`config.mk`:
```
export PLATFORM = sky130hd
export DESIGN_NAME = round_robin_tick_scheduler_flat
export DESIGN_NICKNAME = d
export VERILOG_FILES = /design/src/sv/rrts_pkg.sv /design/src/sv/rrts_in_if.sv /design/src/sv/rrts_out_if.sv /design/src/sv/round_robin_tick_scheduler.sv /design/src/flat_wrapper.sv
export SDC_FILE = /design/constraint.sdc
export NUM_CORES = 1
export LEC_CHECK = 0
export BUFFER_PORTS_ARGS = -buffer_cell sky130_fd_sc_hd__buf_4
export CAP_MARGIN = 20
export CORE_AREA = 2 2 329 331
export CTS_CLUSTER_SIZE = 20
export DETAILED_ROUTE_END_ITERATION = 12
export DIE_AREA = 0 0 331 333
export PLACE_DENSITY_LB_ADDON = 0.25
export SLEW_MARGIN = 20
export SYNTH_ARGS = -nofsm -noshare
export SYNTH_HDL_FRONTEND = slang
export SYNTH_SLANG_ARGS = --single-unit
```
`constraint.sdc`:
```
create_clock -name clk -period 5.95 [get_ports clk]
set_input_delay 1.19 -clock clk [delete_from_list [all_inputs] [get_ports clk]]
set_output_delay 1.19 -clock clk [all_outputs]
set_load 0.02 [all_outputs]
```
`src/sv/rrts_pkg.sv`:
```
// ----------------------------------------------------------------------------
// rrts_pkg: shared types and constants of the round-robin tick scheduler
// Field widths, command codes and fixed limits used by the interfaces and
// the scheduler core.
// ----------------------------------------------------------------------------
package rrts_pkg;

    localparam int ID_W      = 4;
    localparam int BURST_W   = 16;
    localparam int WAIT_W    = 16;
    localparam int QUANTUM_W = 8;
    localparam int ID_COUNT  = 2 ** ID_W;

    typedef logic [ID_W-1:0]      pid_t;
    typedef logic [BURST_W-1:0]   burst_t;
    typedef logic [WAIT_W-1:0]    wait_t;
    typedef logic [QUANTUM_W-1:0] quantum_t;

    localparam logic CMD_ARRIVE = 1'b0;
    localparam logic CMD_TICK   = 1'b1;

    localparam wait_t    WAIT_MAX      = {WAIT_W{1'b1}};
    localparam quantum_t QUANTUM_RESET = QUANTUM_W'(1);

endpackage

```
`src/sv/rrts_in_if.sv`:
```
// ----------------------------------------------------------------------------
// rrts_in_if: command channel of the round-robin tick scheduler
// Valid/ready channel that carries one arrive or tick beat.
// ----------------------------------------------------------------------------
interface rrts_in_if;
    import rrts_pkg::*;

    logic   valid;
    logic   ready;
    logic   command;
    pid_t   process_id;
    burst_t burst_length;

    modport source (output valid, command, process_id, burst_length, input ready);
    modport sink   (input valid, command, process_id, burst_length, output ready);

endinterface

```
`src/sv/rrts_out_if.sv`:
```
// ----------------------------------------------------------------------------
// rrts_out_if: result channel of the round-robin tick scheduler
// Valid/ready channel that carries one tick result beat.
// ----------------------------------------------------------------------------
interface rrts_out_if;
    import rrts_pkg::*;

    logic  valid;
    logic  ready;
    logic  busy_res;
    pid_t  running_id;
    logic  finished;
    wait_t waited_ticks;

    modport source (output valid, busy_res, running_id, finished, waited_ticks, input ready);
    modport sink   (input valid, busy_res, running_id, finished, waited_ticks, output ready);

endinterface

```
`src/sv/round_robin_tick_scheduler.sv`:
```
// ----------------------------------------------------------------------------
// round_robin_tick_scheduler: round-robin scheduler with a time quantum
// Arrive beats queue a process at the back of the ready FIFO; tick beats run
// the head process for one unit and report what ran.
// ----------------------------------------------------------------------------
//
//   channel       dir   handshake       beat contents
//   ------------  ----  --------------  -----------------------------------
//   item_in       in    valid/ready     command, process_id, burst_length
//   result_out    out   valid/ready     busy_res, running_id, finished,
//                                       waited_ticks (one per tick beat)
//   quantum_we    in    write strobe    quantum_wdata
//
// One beat per cycle is taken into an input register, unless a tick waits there
// on a held result; the scheduling step (queue head, one table entry, parallel
// wait counters) then runs from that register and loads the result register,
// which presents the tick result. Throughput is one beat per clock when unstalled.
// A held result stalls only a tick in the input register; an arrive there drains.
// Reset empties the queue, clears all active flags and sets quantum to 1.
// ----------------------------------------------------------------------------
module round_robin_tick_scheduler #(
    parameter int MAX_PROCESSES = 16
) (
    input  logic                clk,
    input  logic                rst_n,
    rrts_in_if.sink             item_in,
    rrts_out_if.source          result_out,
    input  logic                quantum_we,
    input  rrts_pkg::quantum_t  quantum_wdata
);
    import rrts_pkg::*;

    // FIFO geometry follows the process limit; id tables cover only the ids
    // that the 4-bit id field can name.
    localparam int PW      = (MAX_PROCESSES > 1) ? $clog2(MAX_PROCESSES) : 1;
    localparam int CW      = $clog2(MAX_PROCESSES + 1);
    localparam int NUM_IDS = (MAX_PROCESSES < ID_COUNT) ? MAX_PROCESSES : ID_COUNT;
    localparam int IXW     = (NUM_IDS > 1) ? $clog2(NUM_IDS) : 1;

    localparam logic [PW:0]   DEPTH_W  = (PW+1)'(MAX_PROCESSES);
    localparam logic [CW-1:0] DEPTH_C  = CW'(MAX_PROCESSES);
    localparam logic [ID_W:0] ID_LIMIT = (ID_W+1)'(NUM_IDS);

    typedef logic [PW-1:0]  ptr_t;
    typedef logic [CW-1:0]  cnt_t;
    typedef logic [IXW-1:0] idx_t;

    // ---------------- configuration ----------------
    quantum_t quantum_reg;

    always_ff @(posedge clk or negedge rst_n)
    begin
        if (!rst_n)
        begin
            quantum_reg <= QUANTUM_RESET;
        end
        else if (quantum_we)
        begin
            quantum_reg <= quantum_wdata;
        end
    end

    // ---------------- input register ----------------
    logic   s1_valid_reg;
    logic   s1_cmd_reg;
    pid_t   s1_pid_reg;
    burst_t s1_burst_reg;
    logic   s1_fire;
    logic   out_free;

    // A tick needs the result register free; an arrive never does.
    assign out_free     = !result_out.valid || result_out.ready;
    assign s1_fire      = s1_valid_reg && ((s1_cmd_reg == CMD_ARRIVE) || out_free);
    assign item_in.ready = !s1_valid_reg || s1_fire;

    always_ff @(posedge clk or negedge rst_n)
    begin
        if (!rst_n)
        begin
            s1_valid_reg <= 1'b0;
        end
        else if (item_in.ready)
        begin
            s1_valid_reg <= item_in.valid;
        end
    end

    always_ff @(posedge clk)
    begin
        if (item_in.valid && item_in.ready)
        begin
            s1_cmd_reg   <= item_in.command;
            s1_pid_reg   <= item_in.process_id;
            s1_burst_reg <= item_in.burst_length;
        end
    end

    // ---------------- scheduler state ----------------
    idx_t                ready_fifo [MAX_PROCESSES];
    burst_t              remaining_work [NUM_IDS];
    wait_t               wait_counter [NUM_IDS];
    logic [NUM_IDS-1:0]  active_reg;
    ptr_t                head_reg;
    cnt_t                count_reg;
    quantum_t            slice_reg;

    // Tail slot = (head + count) mod depth; count never exceeds depth.
    logic [PW:0] tail_sum;
    ptr_t        tail_ptr;
    logic [PW:0] head_sum;
    ptr_t        head_inc;

    always_comb
    begin
        tail_sum = (PW+1)'(head_reg) + (PW+1)'(count_reg);
        if (tail_sum >= DEPTH_W)
        begin
            tail_sum = tail_sum - DEPTH_W;
        end
        tail_ptr = tail_sum[PW-1:0];

        head_sum = (PW+1)'(head_reg) + (PW+1)'(1);
        if (head_sum >= DEPTH_W)
        begin
            head_sum = '0;
        end
        head_inc = head_sum[PW-1:0];
    end

    // ---------------- arrive decode ----------------
    logic   is_arrive;
    logic   arrive_ok;
    idx_t   arr_idx;
    burst_t arr_burst;

    assign is_arrive = s1_fire && (s1_cmd_reg == CMD_ARRIVE);
    assign arr_idx   = s1_pid_reg[IXW-1:0];
    assign arr_burst = (s1_burst_reg == '0) ? BURST_W'(1) : s1_burst_reg;

    // Drop arrivals for ids beyond the table, ids already queued, or a full queue.
    assign arrive_ok = is_arrive
                    && ((ID_W+1)'(s1_pid_reg) < ID_LIMIT)
                    && !active_reg[arr_idx]
                    && (count_reg < DEPTH_C);

    // ---------------- tick decode ----------------
    logic        is_tick;
    logic        q_empty;
    logic        run_ok;
    idx_t        run_idx;
    burst_t      rem_next;
    logic        done;
    logic [QUANTUM_W:0] slice_sum;
    quantum_t    q_eff;
    logic        rotate;

    assign is_tick   = s1_fire && (s1_cmd_reg == CMD_TICK);
    assign q_empty   = (count_reg == '0);
    assign run_ok    = is_tick && !q_empty;
    assign run_idx   = ready_fifo[head_reg];
    assign rem_next  = remaining_work[run_idx] - BURST_W'(1);
    assign done      = (rem_next == '0);
    assign slice_sum = (QUANTUM_W+1)'(slice_reg) + (QUANTUM_W+1)'(1);
    // Treat a zero quantum as one.
    assign q_eff     = (quantum_reg == '0) ? QUANTUM_W'(1) : quantum_reg;
    assign rotate    = !done && (slice_sum >= (QUANTUM_W+1)'(q_eff));

    // Control state: queue pointers, active flags, slice counter.
    always_ff @(posedge clk or negedge rst_n)
    begin
        if (!rst_n)
        begin
            active_reg <= '0;
            head_reg   <= '0;
            count_reg  <= '0;
            slice_reg  <= '0;
        end
        else if (arrive_ok)
        begin
            active_reg[arr_idx] <= 1'b1;
            count_reg           <= count_reg + CW'(1);
        end
        else if (run_ok)
        begin
            if (done)
            begin
                // Finished: drop from the head and retire the id.
                active_reg[run_idx] <= 1'b0;
                head_reg            <= head_inc;
                count_reg           <= count_reg - CW'(1);
                slice_reg           <= '0;
            end
            else if (rotate)
            begin
                // Quantum used up: head entry is copied to the tail below.
                head_reg  <= head_inc;
                slice_reg <= '0;
            end
            else
            begin
                slice_reg <= slice_sum[QUANTUM_W-1:0];
            end
        end
    end

    // Tables: written only for ids in use, so they carry no reset.
    always_ff @(posedge clk)
    begin
        if (arrive_ok)
        begin
            ready_fifo[tail_ptr]    <= arr_idx;
            remaining_work[arr_idx] <= arr_burst;
            wait_counter[arr_idx]   <= '0;
        end
        else if (run_ok)
        begin
            remaining_work[run_idx] <= rem_next;
            if (rotate)
            begin
                ready_fifo[tail_ptr] <= run_idx;
            end
            for (int i = 0; i < NUM_IDS; i++)
            begin
                if ((IXW'(i) != run_idx) && active_reg[i] && (wait_counter[i] != WAIT_MAX))
                begin
                    wait_counter[i] <= wait_counter[i] + WAIT_W'(1);
                end
            end
        end
    end

    // ---------------- result register ----------------
    logic  out_valid_reg;
    logic  busy_reg;
    pid_t  run_id_reg;
    logic  finished_reg;
    wait_t waited_reg;

    always_ff @(posedge clk or negedge rst_n)
    begin
        if (!rst_n)
        begin
            out_valid_reg <= 1'b0;
        end
        else if (is_tick)
        begin
            out_valid_reg <= 1'b1;
        end
        else if (result_out.ready)
        begin
            out_valid_reg <= 1'b0;
        end
    end

    // Load a fresh beat on every tick; an empty queue reports all zeros.
    always_ff @(posedge clk)
    begin
        if (is_tick)
        begin
            busy_reg     <= run_ok;
            run_id_reg   <= run_ok ? ID_W'(run_idx) : '0;
            finished_reg <= run_ok && done;
            waited_reg   <= (run_ok && done) ? wait_counter[run_idx] : '0;
        end
    end

    assign result_out.valid        = out_valid_reg;
    assign result_out.busy_res     = busy_reg;
    assign result_out.running_id   = run_id_reg;
    assign result_out.finished     = finished_reg;
    assign result_out.waited_ticks = waited_reg;

endmodule
```
`src/flat_wrapper.sv`:
```
// flat-port wrapper written by rule: the top's interface ports become plain ports
module round_robin_tick_scheduler_flat import rrts_pkg::*;
#(
    parameter int MAX_PROCESSES = 16
)
  (clk, rst_n, quantum_we, quantum_wdata, item_in_valid, item_in_command, item_in_process_id, item_in_burst_length, item_in_ready, result_out_valid, result_out_busy_res, result_out_running_id, result_out_finished, result_out_waited_ticks, result_out_ready);
  rrts_in_if item_in_i ();
  rrts_out_if result_out_i ();
  input  logic clk;
  input  logic rst_n;
  input  logic quantum_we;
  input  rrts_pkg::quantum_t quantum_wdata;
  input wire logic [$bits(item_in_i.valid)-1:0] item_in_valid;
  input wire logic [$bits(item_in_i.command)-1:0] item_in_command;
  input wire logic [$bits(item_in_i.process_id)-1:0] item_in_process_id;
  input wire logic [$bits(item_in_i.burst_length)-1:0] item_in_burst_length;
  output wire logic [$bits(item_in_i.ready)-1:0] item_in_ready;
  output wire logic [$bits(result_out_i.valid)-1:0] result_out_valid;
  output wire logic [$bits(result_out_i.busy_res)-1:0] result_out_busy_res;
  output wire logic [$bits(result_out_i.running_id)-1:0] result_out_running_id;
  output wire logic [$bits(result_out_i.finished)-1:0] result_out_finished;
  output wire logic [$bits(result_out_i.waited_ticks)-1:0] result_out_waited_ticks;
  input wire logic [$bits(result_out_i.ready)-1:0] result_out_ready;
  assign item_in_i.valid = item_in_valid;
  assign item_in_i.command = item_in_command;
  assign item_in_i.process_id = item_in_process_id;
  assign item_in_i.burst_length = item_in_burst_length;
  assign item_in_ready = item_in_i.ready;
  assign result_out_valid = result_out_i.valid;
  assign result_out_busy_res = result_out_i.busy_res;
  assign result_out_running_id = result_out_i.running_id;
  assign result_out_finished = result_out_i.finished;
  assign result_out_waited_ticks = result_out_i.waited_ticks;
  assign result_out_i.ready = result_out_ready;
  round_robin_tick_scheduler #(.MAX_PROCESSES(MAX_PROCESSES)) u_core (.clk(clk), .rst_n(rst_n), .item_in(item_in_i), .result_out(result_out_i), .quantum_we(quantum_we), .quantum_wdata(quantum_wdata));
endmodule
```
# --- Word-level counts from Yosys, hierarchy flattened ---
# Memories as Yosys holds them, arrays and structs flattened. A register that Yosys moved wholly into a read port is not among the register bits.
# Index checks and enable logic that the tools add are counted.
totals:
  ff_bits: 70
  latchBits: 0
  ram_bits: 576
  romBits: 0
  inputBits: 34
  wordCells: 252
  memories: 3
mem_list:
  columns: ["memory", "depth", "width", "read_ports", "rd_clocked_by_memory_dff", "write_ports", "line_no", "text"]
  rows:
  - ["u_core.remaining_work", 16, 16, 1, 0, 1, "round_robin_tick_scheduler.sv:100", "burst_t remaining_work [NUM_IDS];"]
  - ["u_core.wait_counter", 16, 16, 17, 1, 16, "round_robin_tick_scheduler.sv:101", "wait_t wait_counter [NUM_IDS];"]
  - ["u_core.ready_fifo", 16, 4, 1, 0, 1, "round_robin_tick_scheduler.sv:99", "idx_t ready_fifo [MAX_PROCESSES];"]
op_classes:
  n_addsub: 23
  mul: 0
  n_div: 0
  order_cmp: 8
  n_eq_ne: 31
  n_shift: 0
  mux: 102
  bitwise: 6
  n_reduce_logical: 66
ops:
  columns: ["operator", "n"]
  rows:
  - ["adder 16 x 1 -> 16 bit, second input constant", 16]
  - ["!= test 16 bit, second input constant", 16]
  - ["2-to-1 mux 16 bit", 6]
  - ["2-to-1 mux 1 bit", 80]
  - ["logical AND 1 bit", 43]
  - ["logical NOT 16 bit", 2]
  - ["!= test 4 bit, first input constant", 8]
  - ["OR reduction 16 bit", 2]
  - ["2-to-1 mux 4 bit", 7]
  - ["2-to-1 mux 8 bit", 3]
  - ["bitwise AND 16 bit", 1]
  - ["!= test 3 x 4 -> 1 bit, first input constant", 4]
  - ["inverter 16 bit", 1]
  - ["OR 16 bit", 1]
  - ["subtractor 16 x 1 -> 16 bit, second input constant", 1]
  - ["2-to-1 mux 5 bit", 3]
  - [">= comparator 5 bit, second input constant", 2]
  - ["less-than comparator 4 x 5 -> 1 bit, second input constant", 2]
  - ["adder 8 x 1 -> 9 bit, second input constant", 1]
  - [">= comparator 9 x 8 -> 1 bit", 1]
  - ["demux 1 bit (select 4 bit)", 2]
  - [">= comparator 4 x 1 -> 1 bit, second input constant", 2]
  - ["logical NOT 8 bit", 1]
  - ["!= test 2 x 4 -> 1 bit, first input constant", 2]
  - ["17 further kinds", 29]

# --- Longest topological paths before layout ---
# Gate-level depths: netlist (run 1).
depth:
  ltp_word: 11
  mapped_depth: 21

# --- Worst setup path before layout (run 1) ---
# No wires, ideal clock.
synth_timing:
  path_type: "input-to-reg"
  from: "input result_out_ready"
  to: "memory u_core.remaining_work[4][0] (netlist bit) (enable)"
  setup_ns: 0.411
  t_arrival_ns: 5.082
  slack_ns: 0.457
  cell_stages: 9
  path_buffers: 3
  cell_sequence: "nor2b_1 nor2_1 o21ai_1 inv_1 clkbuf_1 clkbuf_1 clkbuf_1 nand2_1 o21ai_0"
synth_between:
  elab_chain_len: 10
synth_rtl:
  columns: ["item", "line_no", "text"]
  rows:
  - ["start: declaration", "flat_wrapper.sv:23", "input wire logic [$bits(result_out_i.ready)-1:0] result_out_ready;"]
  - ["logical OR 1 bit *", "round_robin_tick_scheduler.sv:72", "assign out_free = !result_out.valid || result_out.ready;"]
  - ["logical OR 1 bit *", "round_robin_tick_scheduler.sv:73", "assign s1_fire = s1_valid_reg && ((s1_cmd_reg == CMD_ARRIVE) || out_free);"]
  - ["logical AND 1 bit *", "round_robin_tick_scheduler.sv:73", null]
  - ["logical AND 1 bit *", "round_robin_tick_scheduler.sv:157", "assign is_tick = s1_fire && (s1_cmd_reg == CMD_TICK);"]
  - ["named net u_core.is_tick", "round_robin_tick_scheduler.sv:147", "logic is_tick;"]
  - ["logical AND 1 bit *", "round_robin_tick_scheduler.sv:159", "assign run_ok = is_tick && !q_empty;"]
  - ["named net u_core.run_ok", "round_robin_tick_scheduler.sv:149", "logic run_ok;"]
  - ["2-to-1 mux 1 bit *", "round_robin_tick_scheduler.sv:215", "else if (run_ok)"]
  - ["2-to-1 mux 1 bit *", "round_robin_tick_scheduler.sv:209", "if (arrive_ok)"]
  - ["2-to-1 mux 1 bit (implied by the code) *", "round_robin_tick_scheduler.sv:217", "remaining_work[run_idx] <= rem_next;"]
  - ["OR reduction 16 bit (no source line)", null, null]
  - ["2-to-1 mux 4 bit (no source line) / 2-to-1 mux 1 bit (equally long branches)", null, null]
  - ["end: declaration", "round_robin_tick_scheduler.sv:100", null]
# Mark *: on every way through the listed nets, which the timed path passes. The rest lies on a longest branch.

# --- Worst setup path in the final report (run 1) ---
layout_timing:
  from: "register u_core.head_reg[0]"
  to: "memory u_core.ready_fifo[15][2] (netlist bit) (enable)"
layout_between:
  elab_chain_len: 11
layout_rtl:
  columns: ["item", "line_no", "text"]
  rows:
  - ["start: declaration", "round_robin_tick_scheduler.sv:103", "ptr_t head_reg;"]
  - ["start signal: assignment", "round_robin_tick_scheduler.sv:189", "head_reg <= head_inc;"]
  - ["start signal: assignment", "round_robin_tick_scheduler.sv:196", "head_reg <= head_inc;"]
  - ["memory (16 x 4 bit)", null, null]
  - ["memory (16 x 16 bit)", null, null]
  - ["subtractor 16 x 1 -> 16 bit", "round_robin_tick_scheduler.sv:161", "assign rem_next = remaining_work[run_idx] - BURST_W'(1);"]
  - ["logical NOT 16 bit", "round_robin_tick_scheduler.sv:162", "assign done = (rem_next == '0);"]
  - ["logical NOT 1 bit", "round_robin_tick_scheduler.sv:166", "assign rotate = !done && (slice_sum >= (QUANTUM_W+1)'(q_eff));"]
  - ["logical AND 1 bit", "round_robin_tick_scheduler.sv:166", null]
  - ["2-to-1 mux 1 bit", "round_robin_tick_scheduler.sv:218", "if (rotate)"]
  - ["2-to-1 mux 1 bit", "round_robin_tick_scheduler.sv:215", null]
  - ["2-to-1 mux 1 bit", "round_robin_tick_scheduler.sv:209", null]
  - ["2-to-1 mux 1 bit (implied by the code)", "round_robin_tick_scheduler.sv:220", "ready_fifo[tail_ptr] <= run_idx;"]
  - ["OR 1 bit (no source line)", null, null]
  - ["end: declaration", "round_robin_tick_scheduler.sv:99", null]
# Parallel ways exist; a longest one is shown, timed or not.

==> results of run 1 <==
==> how the worst min path moves through the flow <==
stage	slack [ns]	from	end	depth (start not counted)
5_1_grt	0.56	rst_n	u_core.quantum_reg[5]	1
6_report	0.53	rst_n	u_core.quantum_reg[5]	1
2_1_floorplan	0.49	u_core.s1_cmd_reg	u_core.result_out.valid	2
3_3_place_gp	0.53	u_core.slice_reg[4]	u_core.slice_reg[4]	1
4_1_cts	0.53	rst_n	u_core.quantum_reg[5]	1
3_5_place_dp	0.54	u_core.slice_reg[4]	u_core.slice_reg[4]	1
==> cells in the mapped netlist, types with 6 or more instances <==
| cell | n | share of area [%] |
|---|---|---|
| a211oi_1 | 8 | 0.18 |
| a21oi_1 | 32 | 0.49 |
| a221oi_1 | 9 | 0.24 |
| a22o_1 | 10 | 0.27 |
| a311oi_1 | 66 | 1.8 |
| a31oi_1 | 24 | 0.46 |
| and2_1 | 8 | 0.15 |
| and3_1 | 88 | 1.7 |
| buf_1 | 10 | 0.11 |
| buf_2 | 11 | 0.17 |
| buf_6 | 11 | 0.38 |
| clkbuf_1 | 86 | 0.98 |
| dfrtp_1 | 42 | 3.2 |
| edfxtp_1 | 619 | 57 |
| ha_1 | 34 | 1.3 |
| inv_1 | 58 | 0.66 |
| mux2_2 | 7 | 0.24 |
| mux2i_1 | 136 | 4.2 |
| mux4_2 | 17 | 1.2 |
| nand2_1 | 441 | 5.1 |
| nand2b_1 | 12 | 0.23 |
| nand3_1 | 185 | 2.8 |
| nand4_1 | 33 | 0.63 |
| nor2_1 | 354 | 4.1 |
| nor2b_1 | 11 | 0.21 |
| nor3_1 | 26 | 0.40 |
| nor3b_1 | 17 | 0.39 |
| nor4_1 | 20 | 0.38 |
| nor4_2 | 6 | 0.23 |
| nor4_4 | 7 | 0.45 |
| o2111ai_1 | 9 | 0.24 |
| o211ai_1 | 8 | 0.18 |
| o21ai_0 | 39 | 0.60 |
| o21ai_1 | 6 | 0.092 |
| o22ai_1 | 51 | 0.97 |
| xnor2_1 | 119 | 3.2 |
| xor2_1 | 129 | 3.4 |
==> metal layers <==
layer | part of all wire, % | wire, um | vias up
met4 | 3.1 | 2790 | 0
met2 | 44 | 40200 | 677
met1 | 46 | 42000 | 11219
met3 | 6.6 | 6050 | 160
li1 | - | - | 10589
met5 | 0 | 0 | -
==> power by group through the flow <==
stage               clock network, W  logic (W)  registers (W)
floorplan                          0    0.00291        0.00575
global placement                   0    0.00440        0.00583
detailed placement                 0    0.00441        0.00583
CTS                          0.00463    0.00442        0.00573
global route                 0.00480    0.00479        0.00577
finish                       0.00451    0.00444        0.00573
==> what timing repair did <==
| item | 4_1_cts | 5_1_grt |
|---|---|---|
| gates resized for setup | 0 | 10 |
| endpoints found under the hold margin | 0 | 0 |
| endpoints found under the setup margin | 0 | 34 |
==> kinds of logic (layout without fill, tap and decap cells) <==
| kind of cell | count (synthesis) | after routing | share of synthesized area [%] |
|---|---|---|---|
| DFF | 662 | 662 | 60.0 |
| and+or+nand+nor | 1236 | 1236 | 17.4 |
| buffers and inverters | 181 | 366 | 2.42 |
| xor gates and xnor gates | 248 | 248 | 6.63 |
| muxes | 164 | 164 | 5.70 |
| adders and majority gates | 36 | 36 | 1.42 |
| AOI/OAI and AO/OA | 293 | 293 | 6.41 |
==> area by class of cell <==
cell class                 count  area (sq um)
fill                       10524         68700
sequential                   662         19700
multi-input combinational   1977         12500
clock buffer                 102          2020
tap                         1403          1760
timing repair buffer         175          1400
clock inverter                31           362
inverter                      58           218
==> per-stage QoR <==
step	hold slack, ns	total power (W)	setup slack (ns)
CTS	0.531	0.0148	0.137
global placement	0.532	0.0102	0.249
floorplan	0.485	0.00866	0.457
detailed placement	0.537	0.0102	0.0919
global route	0.564	0.0154	-0.000722
finish	0.534	0.0147	0.306
==> results.sh, run 1 <==
export IMPL_status="finished clean"
export IMPL_die_x_um=331
export IMPL_rr_worst_depth=14
export IMPL_largest_registers="u_core.remaining_work: 256 flops, u_core.wait_counter: 256 flops, u_core.ready_fifo: 64 flops"
export IMPL_max_freq_mhz=177
export IMPL_antenna_found_initial=0
export IMPL_drt_wirelength_per_cell_um=20.6
export IMPL_endpoint="u_core.ready_fifo[15][2]"
export IMPL_endpoint_kind="flip-flop"
export IMPL_placed_area_sq_um=35500
export IMPL_skew_ns=0.0442
export IMPL_path_depth=14
export IMPL_fin_cells=4408
export IMPL_portBuffers=57
export IMPL_syn_nets=2890
export IMPL_postRouteAntennaNets=0
export IMPL_setup_viol=0
export IMPL_synthCells=2820
export IMPL_dieArea_sq_um=110000
export IMPL_placedCellCount=4275
export IMPL_ir_worst_vdd_v=0.000219
export IMPL_gp_congestion=0.857
export IMPL_cap_violations=0
export IMPL_startpoint="u_core.head_reg[0]"
export IMPL_fin_crit_sh_pct=94.9
export IMPL_p_int_w=0.00954
export IMPL_grt_use_met1_pct=23.6
export IMPL_use_met3_pct=3.54
export IMPL_clkPwrFrac_pct=30.7
export IMPL_fin_area_sq_um=37900
export IMPL_cts_sinks=662
export IMPL_rrSetupSlack_ns=0.31
export IMPL_slew_viol_final=0
export IMPL_syn_area_sq_um=32800
export IMPL_power_density_nw_per_um2=387
export IMPL_crit_top_cell="nor4_4"
export IMPL_diodes=0
export IMPL_grt_usage_pct=16.4
export IMPL_min_period_ns=5.64
export IMPL_start_util_pct=30.7
export IMPL_io_pins=58
export IMPL_synthFlopType="edfxtp_1"
export IMPL_num_rows=120
export IMPL_arrival_ns=5.98
export IMPL_tightestPinTransition_ns=1.19
export IMPL_switching_share_pct=35.1
export IMPL_grt_max_degree=70
export IMPL_crit_type="reg2reg"
export IMPL_cts_buffers=76
export IMPL_final_common_cell="edfxtp_1"
export IMPL_worst_path_buf_inv=1
export IMPL_drt_iter0_markers=1942
export IMPL_insertion_delay_ns=0.67
export IMPL_htreeDepth=3
export IMPL_reg2reg_from="u_core.head_reg[0]"
export IMPL_cts_hold_buf=0
export IMPL_cp_top_family="simple AND/OR/NAND/NOR gates"
export IMPL_hp_class="in2async"
export IMPL_combPwrFrac_pct=30.2
export IMPL_drive_above_1_share_pct=12.1
export IMPL_cp_cell_sequence="buf_4 > mux4_2 > a221o_2 > nand3_1 > o22ai_1 > nor4_4 > ha_1 > nand4_1 > or3b_1 > o31ai_1 > a22oi_2 > nor4_4 > o21a_2 > nor3_1"
export IMPL_p_leak_nw=13.2
export IMPL_slowest_delay_ns=0.60
export IMPL_slew_headroom_pct=20.2
export IMPL_avgSynthCellArea_sq_um=11.6
export IMPL_synthArstFlopShare_pct=6.50
export IMPL_crit_fanout=16
export IMPL_synth_seq_cells=662
export IMPL_ys_types=72
export IMPL_synth_edf_count=619
export IMPL_fin_util_pct=35.6
export IMPL_dp_hpwl_um=61400
export IMPL_overflow=0
export IMPL_tns_ns=0
export IMPL_crit_path_start_kind="flip-flop"
export IMPL_seqPwrFrac_pct=39.1
export IMPL_firstDrtPassIters=7
export IMPL_area_growth_syn_to_layout_pct=15.7
export IMPL_grt_met2_usage_pct=24.4
export IMPL_ys_warn_count=0
export IMPL_grt_pass1_wl_um=138000
export IMPL_fin_nets=3020
export IMPL_hold_viol=0
export IMPL_clkTransAtPathRegs_ns=0.06
export IMPL_grt_busiest_layer="met2"
export IMPL_clock_path_buffers=3
export IMPL_reg2reg_to="u_core.ready_fifo[15][2]"
export IMPL_grt_pass1_vias=21862
export IMPL_vias_per_cell=5.14
export IMPL_dieHeight_um=333
export IMPL_core_area_sq_um=107000
export IMPL_root_buffer="clkbuf_16"
export IMPL_post_cts_setup_buffers=0
export IMPL_cts_tree="built"
export IMPL_layout_common_cells="619 x edfxtp_1, 441 x nand2_1, 353 x nor2_1"
export IMPL_p_sw_w=0.00515
export IMPL_required_ns=6.28
export IMPL_yosysSeqAreaShare_pct=60.0
export IMPL_num_vias=22645
export IMPL_crit_slowest_cell="a221o_2"
export IMPL_drc=0
export IMPL_routed_wl_um=91000
Power figures use the tool's default switching activity.
==> inputs of run 2 (changes only) <==
==> constraint.sdc (replaced) <==
create_clock -name clk -period 5.9 [get_ports clk]
set_input_delay 1.18 -clock clk [delete_from_list [all_inputs] [get_ports clk]]
set_output_delay 1.18 -clock clk [all_outputs]
set_load 0.02 [all_outputs]
==> results.sh, run 2 (synthesis results as in run 1) <==
export IMPL_status="finished clean"
export IMPL_ir_worst_vdd_v=0.000212
export IMPL_cts_tree="built"
export IMPL_routed_wl_um=89800
export IMPL_fin_nets=3013
export IMPL_num_vias=22492
export IMPL_clock_path_buffers=3
export IMPL_overflow=0
export IMPL_cts_buffers=76
export IMPL_preCtsSetupSlack_ns=0.00812
export IMPL_grt_pass1_wl_um=136000
export IMPL_fin_ws_ns=0.225
export IMPL_max_freq_mhz=176
export IMPL_start_util_pct=30.7
export IMPL_fin_crit_sh_pct=96.2
export IMPL_arrival_ns=5.95
export IMPL_p_int_w=0.00968
export IMPL_setup_viol=0
export IMPL_num_rows=120
export IMPL_tightestPinTransition_ns=1.36
export IMPL_insertion_delay_ns=0.66
export IMPL_antenna_found_initial=0
export IMPL_fill_cells=10558
export IMPL_switching_share_pct=34.8
export IMPL_route_top_layer_used="met4"
export IMPL_p_sw_w=0.00516
export IMPL_placedCellCount=4267
export IMPL_io_pins=58
export IMPL_root_buffer="clkbuf_16"
export IMPL_multi_input_area_sq_um=12500
export IMPL_route_met2_wl_um=40300
export IMPL_final_common_cell="edfxtp_1"
export IMPL_hold_ws_ns=0.557
export IMPL_dieHeight_um=333
export IMPL_drt_met1_wl_um=42300
export IMPL_drive_above_1_share_pct=12.3
export IMPL_firstDrtPassIters=5
export IMPL_p_leak_nw=13.2
export IMPL_gp_congestion=0.829
export IMPL_grt_usage_pct=16.2
export IMPL_drc=0
export IMPL_postRouteAntennaNets=0
export IMPL_dieArea_sq_um=110000
export IMPL_min_period_ns=5.67
export IMPL_endpoint_kind="flip-flop"
export IMPL_placed_area_sq_um=35400
export IMPL_fin_cells=4410
export IMPL_required_ns=6.17
export IMPL_die_x_um=331
export IMPL_clkTransAtPathRegs_ns=0.06
export IMPL_fin_area_sq_um=37900
export IMPL_cap_violations=0
export IMPL_hp_class="in2async"
export IMPL_layout_common_cells="619 x edfxtp_1, 441 x nand2_1, 352 x nor2_1"
export IMPL_core_area_sq_um=107000
export IMPL_combPwrFrac_pct=29.8
export IMPL_portBuffers=57
export IMPL_slew_headroom_pct=8.85
export IMPL_diodes=0
export IMPL_drt_wirelength_per_cell_um=20.4
export IMPL_largest_registers="u_core.remaining_work: 256 flops, u_core.wait_counter: 256 flops, u_core.ready_fifo: 64 flops"
export IMPL_seqPwrFrac_pct=39.0
export IMPL_crit_fanout=30
export IMPL_crit_type="reg2reg"
export IMPL_area_growth_syn_to_layout_pct=15.8
export IMPL_slew_viol_final=0
export IMPL_power_density_nw_per_um2=391
export IMPL_crit_path_start_kind="flip-flop"
export IMPL_skew_ns=0.0549
export IMPL_hold_viol=0
export IMPL_drt_iter0_markers=1973
export IMPL_met3WireLength_um=5200
export IMPL_grt_max_degree=82
export IMPL_htreeDepth=3
export IMPL_dp_hpwl_um=60300
export IMPL_seq_area_sq_um=19700
export IMPL_vias_per_cell=5.10
export IMPL_cts_hold_buf=0
export IMPL_clkPwrFrac_pct=31.2
export IMPL_cts_sinks=662
export IMPL_grt_pass1_vias=21444
-- run 2: cell count changes in the layout (fill, tap and decap cells not counted), moves of 2 or more --
| cell | previous run | this run |
|---|---|---|
| clkinv_16 | 6 | 3 |
| nor3_2 | 3 | 5 |
| clkinv_2 | 5 | 13 |
| clkbuf_1 | 24 | 20 |
| buf_4 | 168 | 161 |
| nor3_1 | 25 | 23 |
| clkinv_4 | 1 | 3 |
-- run 2: final timing paths --
| kind | from | endpoint | slack, ns | cells past startpoint |
|---|---|---|---|---|
| setup / recovery | u_core.head_reg[1] | u_core.ready_fifo[0][1] | 0.23 | 17 |
| hold / removal | rst_n | u_core.slice_reg[7] | 0.56 | 1 |
| setup reg to reg | u_core.head_reg[1] | u_core.ready_fifo[0][1] | 0.23 | 17 |
| hold reg to reg | u_core.slice_reg[6] | u_core.slice_reg[6] | 0.56 | 1 |
| max in group asynchronous | rst_n | u_core.head_reg[0] | 4.89 | 1 |
| min in group clk | u_core.slice_reg[6] | u_core.slice_reg[6] | 0.56 | 1 |
-- run 2: layout make-up --
cell class	instances	share of cell area (%)
clock buffers	100	5.39
clock inverters	42	1.06
inverters	58	0.574
multi-input cells	1977	33.0
flip-flops and latches	662	51.8
well taps	1403	4.63
repair buffers	168	3.52
-- run 2: repair_timing --
action,4_1_cts,5_1_grt
setup buffers,0,0
resized for setup,1,13
setup endpoints to repair,4,128
-- run 2: layer usage --
layer  GRT usage, %  vias to the layer above
met3           3.10                      106
li1               -                    10611
met2           24.5                      582
met1           23.6                    11193
met5              0                        -
met4           4.31                        0
-- run 2: power by group through the flow --
stage	registers (W)	logic, W	clock network (W)
2_1_floorplan	0.00580	0.00293	0
3_3_place_gp	0.00587	0.00440	0
6_report	0.00578	0.00443	0.00463
3_5_place_dp	0.00587	0.00440	0
4_1_cts	0.00578	0.00441	0.00475
5_1_grt	0.00581	0.00479	0.00494
-- run 2: metrics by stage --
step / utilization, % / setup TNS (ns) / total power, W
2_1_floorplan: - / 0 / 0.00874
3_3_place_gp: 33.2 / 0 / 0.0103
3_5_place_dp: 33.2 / 0 / 0.0103
4_1_cts: 35.5 / 0 / 0.0149
5_1_grt: 35.6 / -0.0228 / 0.0155
6_report: 35.6 / 0 / 0.0148
-- run 2: critical path, stage by stage (launching register included) --
cell	delay, ns
dfrtp_1	0.65
buf_12	0.22
mux4_2	0.52
a2bb2oi_2	0.16
a22o_4	0.34
buf_12	0.21
buf_4	0.18
mux2i_1	0.24
o22ai_1	0.12
nor4_1	0.53
buf_4	0.23
nand2_1	0.10
nor3_4	0.26
o21ai_1	0.12
a22oi_2	0.38
nor4_4	0.11
o21a_4	0.33
nor4_2	0.53
==> inputs of run 3 (changes only) <==
--- a/config.mk
+++ b/config.mk
@@ -7,10 +7,10 @@
 export LEC_CHECK = 0
 export BUFFER_PORTS_ARGS = -buffer_cell sky130_fd_sc_hd__buf_4
 export CAP_MARGIN = 20
-export CORE_AREA = 2 2 329 331
+export CORE_AREA = 2 2 232 234
 export CTS_CLUSTER_SIZE = 20
 export DETAILED_ROUTE_END_ITERATION = 12
-export DIE_AREA = 0 0 331 333
+export DIE_AREA = 0 0 234 236
 export PLACE_DENSITY_LB_ADDON = 0.25
 export SLEW_MARGIN = 20
 export SYNTH_ARGS = -nofsm -noshare
==> results.sh, run 3 (synthesis results as in run 1) <==
export IMPL_status="finished clean"
export IMPL_core_area_sq_um=53100
export IMPL_gp_congestion=0.945
export IMPL_insertion_delay_ns=0.63
export IMPL_overflow=0
export IMPL_ir_worst_vdd_v=0.000293
export IMPL_vias_per_cell=6.36
export IMPL_cts_buffers=69
export IMPL_skew_ns=0.0359
export IMPL_start_util_pct=61.8
export IMPL_hold_viol=0
export IMPL_arrival_ns=5.95
export IMPL_crit_type="reg2reg"
export IMPL_num_vias=23347
export IMPL_grt_usage_pct=30.3
export IMPL_cts_sinks=662
export IMPL_antenna_found_initial=2
export IMPL_max_freq_mhz=177
export IMPL_htreeDepth=3
export IMPL_dp_hpwl_um=55700
export IMPL_drt_iter0_markers=2631
export IMPL_final_common_cell="edfxtp_1"
export IMPL_cap_violations=0
export IMPL_root_buffer="clkbuf_16"
export IMPL_portBuffers=57
export IMPL_die_x_um=234
export IMPL_drc=0
export IMPL_grt_max_degree=140
export IMPL_largest_registers="u_core.remaining_work: 256 flops, u_core.wait_counter: 256 flops, u_core.ready_fifo: 64 flops"
export IMPL_setup_viol=0
export IMPL_area_growth_syn_to_layout_pct=12.0
export IMPL_io_pins=58
export IMPL_slew_headroom_pct=29.7
export IMPL_clock_path_buffers=3
export IMPL_crit_fanout=16
export IMPL_min_period_ns=5.66
export IMPL_routed_wl_um=82900
export IMPL_p_leak_nw=13.0
export IMPL_preCtsSetupSlack_ns=0.210
export IMPL_layout_common_cells="619 x edfxtp_1, 441 x nand2_1, 353 x nor2_1"
export IMPL_dieHeight_um=236
export IMPL_hp_class="reg2reg"
export IMPL_num_rows=85
export IMPL_rsz0062_at_grt="false"
export IMPL_fin_crit_sh_pct=95.9
export IMPL_tightestPinTransition_ns=1.05
export IMPL_fin_ws_ns=0.240
export IMPL_endpoint_kind="flip-flop"
export IMPL_crit_path_start_kind="flip-flop"
export IMPL_dieArea_sq_um=55200
export IMPL_slew_viol_final=0
export IMPL_firstDrtPassIters=5
export IMPL_power_density_nw_per_um2=396
export IMPL_grt_pass1_wl_um=129000
export IMPL_cts_tree="built"
export IMPL_clkTransAtPathRegs_ns=0.07
export IMPL_postRouteAntennaNets=0
export IMPL_required_ns=6.19
export IMPL_drt_wirelength_per_cell_um=22.6
export IMPL_grt_pass1_vias=22684
export IMPL_fin_nets=2989
export IMPL_tns_ns=0
export IMPL_hold_ws_ns=0.565
export IMPL_cts_hold_buf=0
export IMPL_drive_above_1_share_pct=11.5
## run 3: final timing paths
check	from	end	slack [ns]	cells past startpoint
min in group asynchronous	rst_n	u_core.quantum_reg[2]	0.57	1
min	u_core.slice_reg[4]	u_core.slice_reg[4]	0.56	1
min reg2reg	u_core.slice_reg[4]	u_core.slice_reg[4]	0.56	1
max in group asynchronous	rst_n	u_core.active_reg[2]	4.90	1
max	u_core.head_reg[0]	u_core.ready_fifo[2][1]	0.24	14
max reg2reg	u_core.head_reg[0]	u_core.ready_fifo[2][1]	0.24	14
## run 3: power breakdown
group,switching [W],total (W),internal (W)
registers,0.000221,0.00577,0.00555
logic,0.00290,0.00438,0.00147
clock network,0.00187,0.00441,0.00254
## run 3: timing repair
action | in CTS | in global routing
gates resized for setup | 0 | 11
setup buffers | 0 | 0
setup endpoints to repair | 0 | 51
## run 3: through the flow
step	area [sq um]	util [%]	total power, W	cells
after floorplan	32800	-	0.00874	2820
after global placement	34300	64.7	0.0100	3543
after detailed placement	34300	64.7	0.0101	3543
after CTS	36600	69.0	0.0145	3667
after global routing	36700	69.2	0.0151	3668
final	36700	69.2	0.0146	3669
## run 3: area by class of cell
cell class	instances	area (sq um)
clock buffers	85	1830
diodes	1	2.50
fillers	3761	16400
repair buffers	150	1160
multi-input cells	1978	12500
clock inverters	39	453
well taps	696	871
inverters	58	218
flip-flops and latches	662	19700
## run 3: metal layers
| layer | track usage [%] | part of all wire [%] |
|---|---|---|
| met1 | 42.2 | 41 |
| met2 | 47.3 | 48 |
| met3 | 5.20 | 8.1 |
| met4 | 12.6 | 3.8 |
| met5 | 0 | 0 |
## run 3: worst max-delay path, stage by stage, from the launching register on
cell and delay [ns]:
dfrtp_1 0.58, buf_4 0.27, mux4_2 0.57, a221o_1 0.54, nand3_1 0.37, o22ai_1 0.23, nor4_4 0.43, ha_1 0.33
nand4_1 0.21, or3b_1 0.43, o31ai_1 0.08, a22oi_2 0.13, nor4_4 0.41, o21a_2 0.50, nor3_1 0.22
